[src/design/hwsp_pkg.sv]
package hwsp_pkg;

  localparam int unsigned CHAR_W  = 8;
  localparam int unsigned WORD_W  = 64;
  localparam int unsigned COUNT_W = 5;
  localparam int unsigned DIGIT_W = 4;

  // character codes
  localparam logic [CHAR_W-1:0] CH_TAB   = 8'd9;
  localparam logic [CHAR_W-1:0] CH_LF    = 8'd10;
  localparam logic [CHAR_W-1:0] CH_CR    = 8'd13;
  localparam logic [CHAR_W-1:0] CH_SPACE = 8'h20;
  localparam logic [CHAR_W-1:0] CH_UNDER = 8'h5F;
  localparam logic [CHAR_W-1:0] CH_0     = 8'h30;
  localparam logic [CHAR_W-1:0] CH_9     = 8'h39;
  localparam logic [CHAR_W-1:0] CH_LA    = 8'h61;
  localparam logic [CHAR_W-1:0] CH_LF_HEX = 8'h66;
  localparam logic [CHAR_W-1:0] CH_UA    = 8'h41;
  localparam logic [CHAR_W-1:0] CH_UF    = 8'h46;
  localparam logic [CHAR_W-1:0] CH_LX    = 8'h78;
  localparam logic [CHAR_W-1:0] CH_UX    = 8'h58;
  localparam logic [CHAR_W-1:0] CH_LZ    = 8'h7A;
  localparam logic [CHAR_W-1:0] CH_UZ    = 8'h5A;

  typedef enum logic [1:0] {
    ST_OK   = 2'd0,
    ST_LONG = 2'd1,
    ST_BAD  = 2'd2
  } status_t;

  typedef enum logic [1:0] {
    CLS_DIGIT,
    CLS_SKIP,
    CLS_TERM,
    CLS_BAD
  } char_cls_t;

  typedef struct packed {
    char_cls_t            cls;
    logic [DIGIT_W-1:0]   digit;
  } char_info_t;

  typedef struct packed {
    logic [CHAR_W-1:0] ch;
    logic              last;
  } in_item_t;

  typedef struct packed {
    logic [WORD_W-1:0]  word;
    logic [COUNT_W-1:0] digit_count;
    status_t            status;
  } out_item_t;

endpackage

[src/design/hwsp_if.sv]
interface hwsp_if #(
  parameter type payload_t = logic
);
  logic     valid;
  logic     ready;
  payload_t data;

  modport source (output valid, output data, input ready);
  modport sink (input valid, input data, output ready);
endinterface

[src/design/hex_word_stream_parser.sv]
// hex_word_stream_parser: hex text characters in, parsed words out
// an accepted character passes the input register, and the word it completes is held in the result register
// throughput: 1 character per cycle while the output takes words, set by the input and result registers
// the result register stalls only while a word waits on the output
// reset (rst, synchronous): word state, line skip and both valid flags cleared
module hex_word_stream_parser #(
  parameter int unsigned MAX_DIGITS = 16
) (
  input logic   clk,
  input logic   rst,
  hwsp_if.sink   in_chan,
  hwsp_if.source out_chan
);

  logic                        in_valid;
  hwsp_pkg::in_item_t          in_item;
  logic                        advance;
  hwsp_pkg::char_info_t        info;
  logic                        res_valid;
  hwsp_pkg::out_item_t         res;
  logic                        out_valid;
  hwsp_pkg::out_item_t         out_item;

  // the held character moves on once the result register is free
  assign advance       = in_valid && (!out_valid || out_chan.ready);
  assign in_chan.ready = !in_valid || advance;

  // input register
  always_ff @(posedge clk) begin
    if (rst) begin
      in_valid <= 1'b0;
    end else if (in_chan.ready) begin
      in_valid <= in_chan.valid;
    end
  end

  always_ff @(posedge clk) begin
    if (in_chan.ready && in_chan.valid) begin
      in_item <= in_chan.data;
    end
  end

  hwsp_classify u_classify (
    .ch   (in_item.ch),
    .info (info)
  );

  hwsp_core #(
    .MAX_DIGITS (MAX_DIGITS)
  ) u_core (
    .clk       (clk),
    .rst       (rst),
    .step      (advance),
    .ch        (in_item.ch),
    .last      (in_item.last),
    .info      (info),
    .res_valid (res_valid),
    .res       (res)
  );

  // result register
  always_ff @(posedge clk) begin
    if (rst) begin
      out_valid <= 1'b0;
    end else if (advance) begin
      out_valid <= res_valid;
    end else if (out_chan.ready) begin
      out_valid <= 1'b0;
    end
  end

  always_ff @(posedge clk) begin
    if (advance && res_valid) begin
      out_item <= res;
    end
  end

  assign out_chan.valid = out_valid;
  assign out_chan.data  = out_item;

`ifndef SYNTH
  // an empty input register always takes a request
  a_ready_when_empty: assert property (@(posedge clk) disable iff (rst)
    !in_valid |-> in_chan.ready)
    else $error("input register empty but not ready");

  // an invalid character reports no digits and a zero word
  a_bad_is_zero: assert property (@(posedge clk) disable iff (rst)
    (out_valid && out_item.status == hwsp_pkg::ST_BAD) |->
      (out_item.word == '0 && out_item.digit_count == '0))
    else $error("error result carries data");

  // a finished word has between one and MAX_DIGITS digits
  a_count_range: assert property (@(posedge clk) disable iff (rst)
    (out_valid && out_item.status != hwsp_pkg::ST_BAD) |->
      (out_item.digit_count != '0 &&
       out_item.digit_count <= hwsp_pkg::COUNT_W'(MAX_DIGITS)))
    else $error("digit count out of range");

  // an overlong word reports a saturated count
  a_long_saturates: assert property (@(posedge clk) disable iff (rst)
    (out_valid && out_item.status == hwsp_pkg::ST_LONG) |->
      out_item.digit_count == hwsp_pkg::COUNT_W'(MAX_DIGITS))
    else $error("overflow without saturated count");
`endif

endmodule

[src/design/hwsp_classify.sv]
module hwsp_classify (
  input  logic [hwsp_pkg::CHAR_W-1:0] ch,
  output hwsp_pkg::char_info_t        info
);

  // sort the byte into digit, skip, terminator or invalid
  always_comb begin
    info.cls   = hwsp_pkg::CLS_BAD;
    info.digit = '0;
    priority if (ch >= hwsp_pkg::CH_0 && ch <= hwsp_pkg::CH_9) begin
      info.cls   = hwsp_pkg::CLS_DIGIT;
      info.digit = hwsp_pkg::DIGIT_W'(ch - hwsp_pkg::CH_0);
    end else if (ch >= hwsp_pkg::CH_LA && ch <= hwsp_pkg::CH_LF_HEX) begin
      info.cls   = hwsp_pkg::CLS_DIGIT;
      info.digit = hwsp_pkg::DIGIT_W'(ch - hwsp_pkg::CH_LA + 8'd10);
    end else if (ch >= hwsp_pkg::CH_UA && ch <= hwsp_pkg::CH_UF) begin
      info.cls   = hwsp_pkg::CLS_DIGIT;
      info.digit = hwsp_pkg::DIGIT_W'(ch - hwsp_pkg::CH_UA + 8'd10);
    end else if (ch == hwsp_pkg::CH_LX || ch == hwsp_pkg::CH_UX ||
                 ch == hwsp_pkg::CH_LZ || ch == hwsp_pkg::CH_UZ) begin
      info.cls   = hwsp_pkg::CLS_DIGIT;
    end else if (ch == hwsp_pkg::CH_UNDER) begin
      info.cls   = hwsp_pkg::CLS_SKIP;
    end else if (ch == hwsp_pkg::CH_SPACE || ch == hwsp_pkg::CH_TAB ||
                 ch == hwsp_pkg::CH_CR || ch == hwsp_pkg::CH_LF) begin
      info.cls   = hwsp_pkg::CLS_TERM;
    end else begin
      info.cls   = hwsp_pkg::CLS_BAD;
    end
  end

endmodule

[src/design/hwsp_core.sv]
module hwsp_core #(
  parameter int unsigned MAX_DIGITS = 16
) (
  input  logic                        clk,
  input  logic                        rst,
  input  logic                        step,
  input  logic [hwsp_pkg::CHAR_W-1:0] ch,
  input  logic                        last,
  input  hwsp_pkg::char_info_t        info,
  output logic                        res_valid,
  output hwsp_pkg::out_item_t         res
);

  localparam logic [hwsp_pkg::WORD_W-1:0] WORD_MASK =
    {hwsp_pkg::WORD_W{1'b1}} >> (hwsp_pkg::WORD_W - hwsp_pkg::DIGIT_W * MAX_DIGITS);
  localparam logic [hwsp_pkg::COUNT_W-1:0] MAX_CNT = hwsp_pkg::COUNT_W'(MAX_DIGITS);

  logic [hwsp_pkg::WORD_W-1:0]  accum, accum_next;
  logic [hwsp_pkg::COUNT_W-1:0] count, count_next;
  logic                         too_long, too_long_next;
  logic                         skipping_line, skipping_line_next;

  // next word state and result for one character
  always_comb begin
    accum_next         = accum;
    count_next         = count;
    too_long_next      = too_long;
    skipping_line_next = skipping_line;
    res_valid          = 1'b0;
    res.word           = accum;
    res.digit_count    = count;
    res.status         = too_long ? hwsp_pkg::ST_LONG : hwsp_pkg::ST_OK;

    if (skipping_line) begin
      if (ch == hwsp_pkg::CH_LF) begin
        skipping_line_next = 1'b0;
      end
    end else begin
      unique case (info.cls)
        hwsp_pkg::CLS_DIGIT: begin
          accum_next = {accum[hwsp_pkg::WORD_W-hwsp_pkg::DIGIT_W-1:0], info.digit} & WORD_MASK;
          if (count >= MAX_CNT) begin
            count_next    = MAX_CNT;
            too_long_next = 1'b1;
          end else begin
            count_next = count + 1'b1;
          end
        end
        hwsp_pkg::CLS_SKIP: begin
        end
        hwsp_pkg::CLS_TERM: begin
          if (count != '0) begin
            res_valid     = 1'b1;
            accum_next    = '0;
            count_next    = '0;
            too_long_next = 1'b0;
          end
        end
        default: begin
          res_valid          = 1'b1;
          res.word           = '0;
          res.digit_count    = '0;
          res.status         = hwsp_pkg::ST_BAD;
          accum_next         = '0;
          count_next         = '0;
          too_long_next      = 1'b0;
          skipping_line_next = 1'b1;
        end
      endcase
    end

    // end of stream flushes a pending word and starts clean
    if (last) begin
      if (!res_valid && count_next != '0) begin
        res_valid       = 1'b1;
        res.word        = accum_next;
        res.digit_count = count_next;
        res.status      = too_long_next ? hwsp_pkg::ST_LONG : hwsp_pkg::ST_OK;
      end
      accum_next         = '0;
      count_next         = '0;
      too_long_next      = 1'b0;
      skipping_line_next = 1'b0;
    end
  end

  // word state
  always_ff @(posedge clk) begin
    if (rst) begin
      accum         <= '0;
      count         <= '0;
      too_long      <= 1'b0;
      skipping_line <= 1'b0;
    end else if (step) begin
      accum         <= accum_next;
      count         <= count_next;
      too_long      <= too_long_next;
      skipping_line <= skipping_line_next;
    end
  end

endmodule
[src/flat_wrapper.sv]
// flat-port wrapper written by rule: the top's interface ports become plain ports
module hex_word_stream_parser_flat 
#(
  parameter int unsigned MAX_DIGITS = 16
)
  (clk, rst, in_chan_valid, in_chan_data, in_chan_ready, out_chan_valid, out_chan_data, out_chan_ready);
  hwsp_if in_chan_i ();
  hwsp_if out_chan_i ();
  input logic clk;
  input logic rst;
  input wire logic [$bits(in_chan_i.valid)-1:0] in_chan_valid;
  input wire logic [$bits(in_chan_i.data)-1:0] in_chan_data;
  output wire logic [$bits(in_chan_i.ready)-1:0] in_chan_ready;
  output wire logic [$bits(out_chan_i.valid)-1:0] out_chan_valid;
  output wire logic [$bits(out_chan_i.data)-1:0] out_chan_data;
  input wire logic [$bits(out_chan_i.ready)-1:0] out_chan_ready;
  assign in_chan_i.valid = in_chan_valid;
  assign in_chan_i.data = in_chan_data;
  assign in_chan_ready = in_chan_i.ready;
  assign out_chan_valid = out_chan_i.valid;
  assign out_chan_data = out_chan_i.data;
  assign out_chan_i.ready = out_chan_ready;
  hex_word_stream_parser #(.MAX_DIGITS(MAX_DIGITS)) u_core (.clk(clk), .rst(rst), .in_chan(in_chan_i), .out_chan(out_chan_i));
endmodule
[config.mk]
export PLATFORM = sky130hd
export DESIGN_NAME = hex_word_stream_parser_flat
export DESIGN_NICKNAME = d
export VERILOG_FILES = /design/src/design/hwsp_pkg.sv /design/src/design/hwsp_if.sv /design/src/design/hex_word_stream_parser.sv /design/src/design/hwsp_classify.sv /design/src/design/hwsp_core.sv /design/src/flat_wrapper.sv
export SDC_FILE = /design/constraint.sdc
export NUM_CORES = 1
export LEC_CHECK = 0
export ABC_AREA = 1
export BUFFER_PORTS_ARGS = -buffer_cell sky130_fd_sc_hd__buf_2
export CORE_AREA = 5 5 42 44
export DETAILED_ROUTE_END_ITERATION = 8
export DIE_AREA = 0 0 47 49
export HOLD_SLACK_MARGIN = 0.1
export PLACE_DENSITY_LB_ADDON = 0.08
export SLEW_MARGIN = 15
export SYNTH_ARGS = -nofsm -noshare
export SYNTH_HDL_FRONTEND = slang
export SYNTH_SLANG_ARGS = --single-unit
export TNS_END_PERCENT = 1
[constraint.sdc]
create_clock -name clk -period 1.1 [get_ports clk]
set_input_delay 0.165 -clock clk [delete_from_list [all_inputs] [get_ports clk]]
set_output_delay 0.165 -clock clk [all_outputs]
set_load 0.005 [all_outputs]
==> impl_metrics.py <==
metrics = {
    "logic_synthesis": {
        "synthArstFlopShare_pct": 0,
        "syn_avg_cell_area_um2": 8.79,
        "synth.most_common_cell": "inv_1",
        "synth_area_um2": 413,
        "synth-edff-count": 2,
        "synth_cell_types": 10,
        "syn_nets": 52,
        "synthDominantCellAreaShare_pct": 43.6,
        "ys_seq_area_share_pct": 58.2,
        "yosys.area.top_type": "dfxtp_1",
        "synth_area_leaders": "dfxtp_1 (44%), edfxtp_1 (15%), nand3_1 (11%)",
        "yosysWarnings": 0,
        "synth-seq-cells": 11,
        "ys.flop_type": "dfxtp_1",
        "synthTopCellsByCount": "inv_1 (11), dfxtp_1 (9), nand3_1 (9)",
        "synth_cells": 47,
    },
    "placed_design": {
        "gp_congestion": 0.641,
        "pre_cts_ws_ns": 0.101,
        "portBuffers": 7,
        "dp_hpwl_um": 508,
    },
    "setup_path": {
        "critical_path_class": "register to register",
        "startpoint_type": "register",
        "worstPathCellList": "nand2_2 > nand2_2 > nor2_4 > nand2_2 > inv_1",
        "max_stage_delay_ns": 0.34,
        "cp.arrival_ns": 1.01,
        "crit_fanout": 3,
        "crit_path_end_kind": "register",
        "worstPathRequired_ns": 1.09,
        "cp_slowest_cell": "dfxtp_2",
        "critPathMostFrequentCell": "nand2_2",
    },
    "timing": {
        "finalCriticalPeriod_ns": 1.01,
        "fmax_mhz": 986,
        "tns_ns": 0,
        "slew_viol_final": 0,
        "finalCritPeriodShare_pct": 92.2,
        "worst_slack_ns": 0.0859,
        "rsz0062_at_grt": "no",
        "worst_pin_slew_ns": 0.213,
        "finalHoldViolCount": 0,
        "setup_viol": 0,
        "slew_headroom_pct": 85.8,
        "clock-skew-final_ns": 0.00263,
    },
    "clock_tree": {
        "postCtsSetupBuffers": 0,
        "htree_num_levels": 1,
        "clock_path_buffers": 2,
        "clock-sinks": 11,
        "clock_latency_ns": 0.26,
        "clk_pin_slew_ns": 0.07,
        "cts_root_buf": "clkbuf_4",
        "cts_tree": "yes",
        "numCtsBuffers": 3,
    },
    "die": {
        "core_area_um2": 1400,
        "floorplan.initialDensity_pct": 29.5,
        "dieArea_um2": 2300,
        "rows": 14,
        "die_h_um": 49,
        "io_pins": 8,
        "die_x_um": 47,
    },
    "global_route": {
        "grt_pass1_vias": 329,
        "grt.overflow.total": 0,
        "antenna_found_initial": 0,
        "grt_util_all_layers_pct": 7.92,
        "grt_max_degree": 8,
        "grt_pass1_wl_mm": 1.31,
    },
    "finish": {
        "drive_gt1_share_pct": 33.3,
        "antenna_cells": 0,
        "syn2layout_area_growth_pct": 26.4,
        "fin_nets": 66,
    },
    "route": {
        "drtAntennaViolNets": 0,
        "drt_iter0_drc": 2,
        "drc": 0,
        "viasPerCell": 4.24,
        "routed_wl_um": 704,
        "vias": 322,
        "wl_per_cell_um": 9.26,
        "drt_pass1_iterations": 3,
    },
    "power": {
        "worst_ir_drop_vdd_v": 0.000735,
        "p_leak_nw": 0.279,
        "p_per_area_nw_per_um2": 1460,
    },
    "worst_hold_path": {
        "min_path_type": "input pin to register",
    },
    "run_status": {
        "status": "completed",
    },
    "flow_run": {
        "cap_violations": 0,
    },
}
[kinds of logic (layout without fill, tap and decap cells)]
group,after synthesis,in the layout,share of synthesized area (%)
compound gates,3,3,3.64
buf+inv,13,26,11.8
flops,11,11,58.2
simple gates,20,20,26.4
[report_power, final]
part,internal [mW],switching [mW]
logic,0.0245,0.0337
registers,0.421,0.00797
clock network,0.140,0.134
total,0.586,0.176
[metrics by stage]
stage	hold WS (ns)	instances	cell area, um^2	power [mW]	util, %
final	0.155	76	522	0.762	37.2
after global routing	0.167	76	522	0.808	37.2
after CTS	0.160	76	514	0.770	36.7
after detailed placement	0.347	70	468	0.489	33.4
after global placement	0.343	70	468	0.489	33.4
after floorplan	0.234	47	413	0.470	-
[per-layer routing]
| metal | global-route usage, % | vias up | part of all wire [%] |
|---|---|---|---|
| met4 | 4.15 | 0 | 0 |
| met1 | 10.9 | 147 | 45 |
| met2 | 10.9 | 6 | 50 |
| li1 | - | 169 | - |
| met5 | 0 | - | 0 |
| met3 | 2.21 | 0 | 4.8 |
[worst max-delay path, delay by kind of cell (launching register included)]
family | cells | cell delay [ns]
buffers and inverters | 1 | 0.06
and+or+nand+nor | 4 | 0.34
DFF | 1 | 0.34
[placed cells by master (no fill, tap or decap)]
cell type	Yosys	final
inv_2	2	2
inv_1	11	11
nor2_4	2	2
nand2_1	3	3
dfxtp_1	9	7
dlygate4sd3_1	0	2
nand3_1	9	8
clkbuf_4	0	3
nand3_2	0	1
clkbuf_1	0	1
edfxtp_1	2	2
nand2_2	3	3
buf_2	0	7
nor2_1	3	3
dfxtp_2	0	2
a21oi_1	3	3
[state kept, by name, indices dropped and copies added, names as in the netlist]
register	flops
u_core.in_item	1
u_core.in_valid	1
u_core.out_chan.data	1
u_core.out_chan.valid	1
u_core.u_core.count	5
u_core.u_core.skipping_line	1
u_core.u_core.too_long	1
[final timing paths]
kind,from,end,slack [ns],depth (start not counted)
max,u_core.out_chan.valid,u_core.out_chan.data,0.09,5
min reg2reg,u_core.u_core.count[1],u_core.u_core.count[1],0.45,2
max reg2reg,u_core.out_chan.valid,u_core.out_chan.data,0.09,5
min,in_chan_valid,u_core.in_valid,0.16,3
[final cells by class]
cell class | instances | area [um^2]
Clock buffer | 4 | 26.3
Inverter | 13 | 48.8
Timing Repair Buffer | 9 | 55.1
Fill cell | 165 | 880
Tap cell | 16 | 20.0
Multi-Input combinational cell | 23 | 129
Sequential cell | 11 | 243
[what timing repair did]
| action | in CTS | in global routing |
|---|---|---|
| endpoints found under the setup margin | 0 | 1 |
| endpoints found under the hold margin | 3 | 0 |
| hold buffers | 2 | 0 |
| resized for setup | 0 | 3 |
Note: power is estimated with default switching activity, not from simulation.
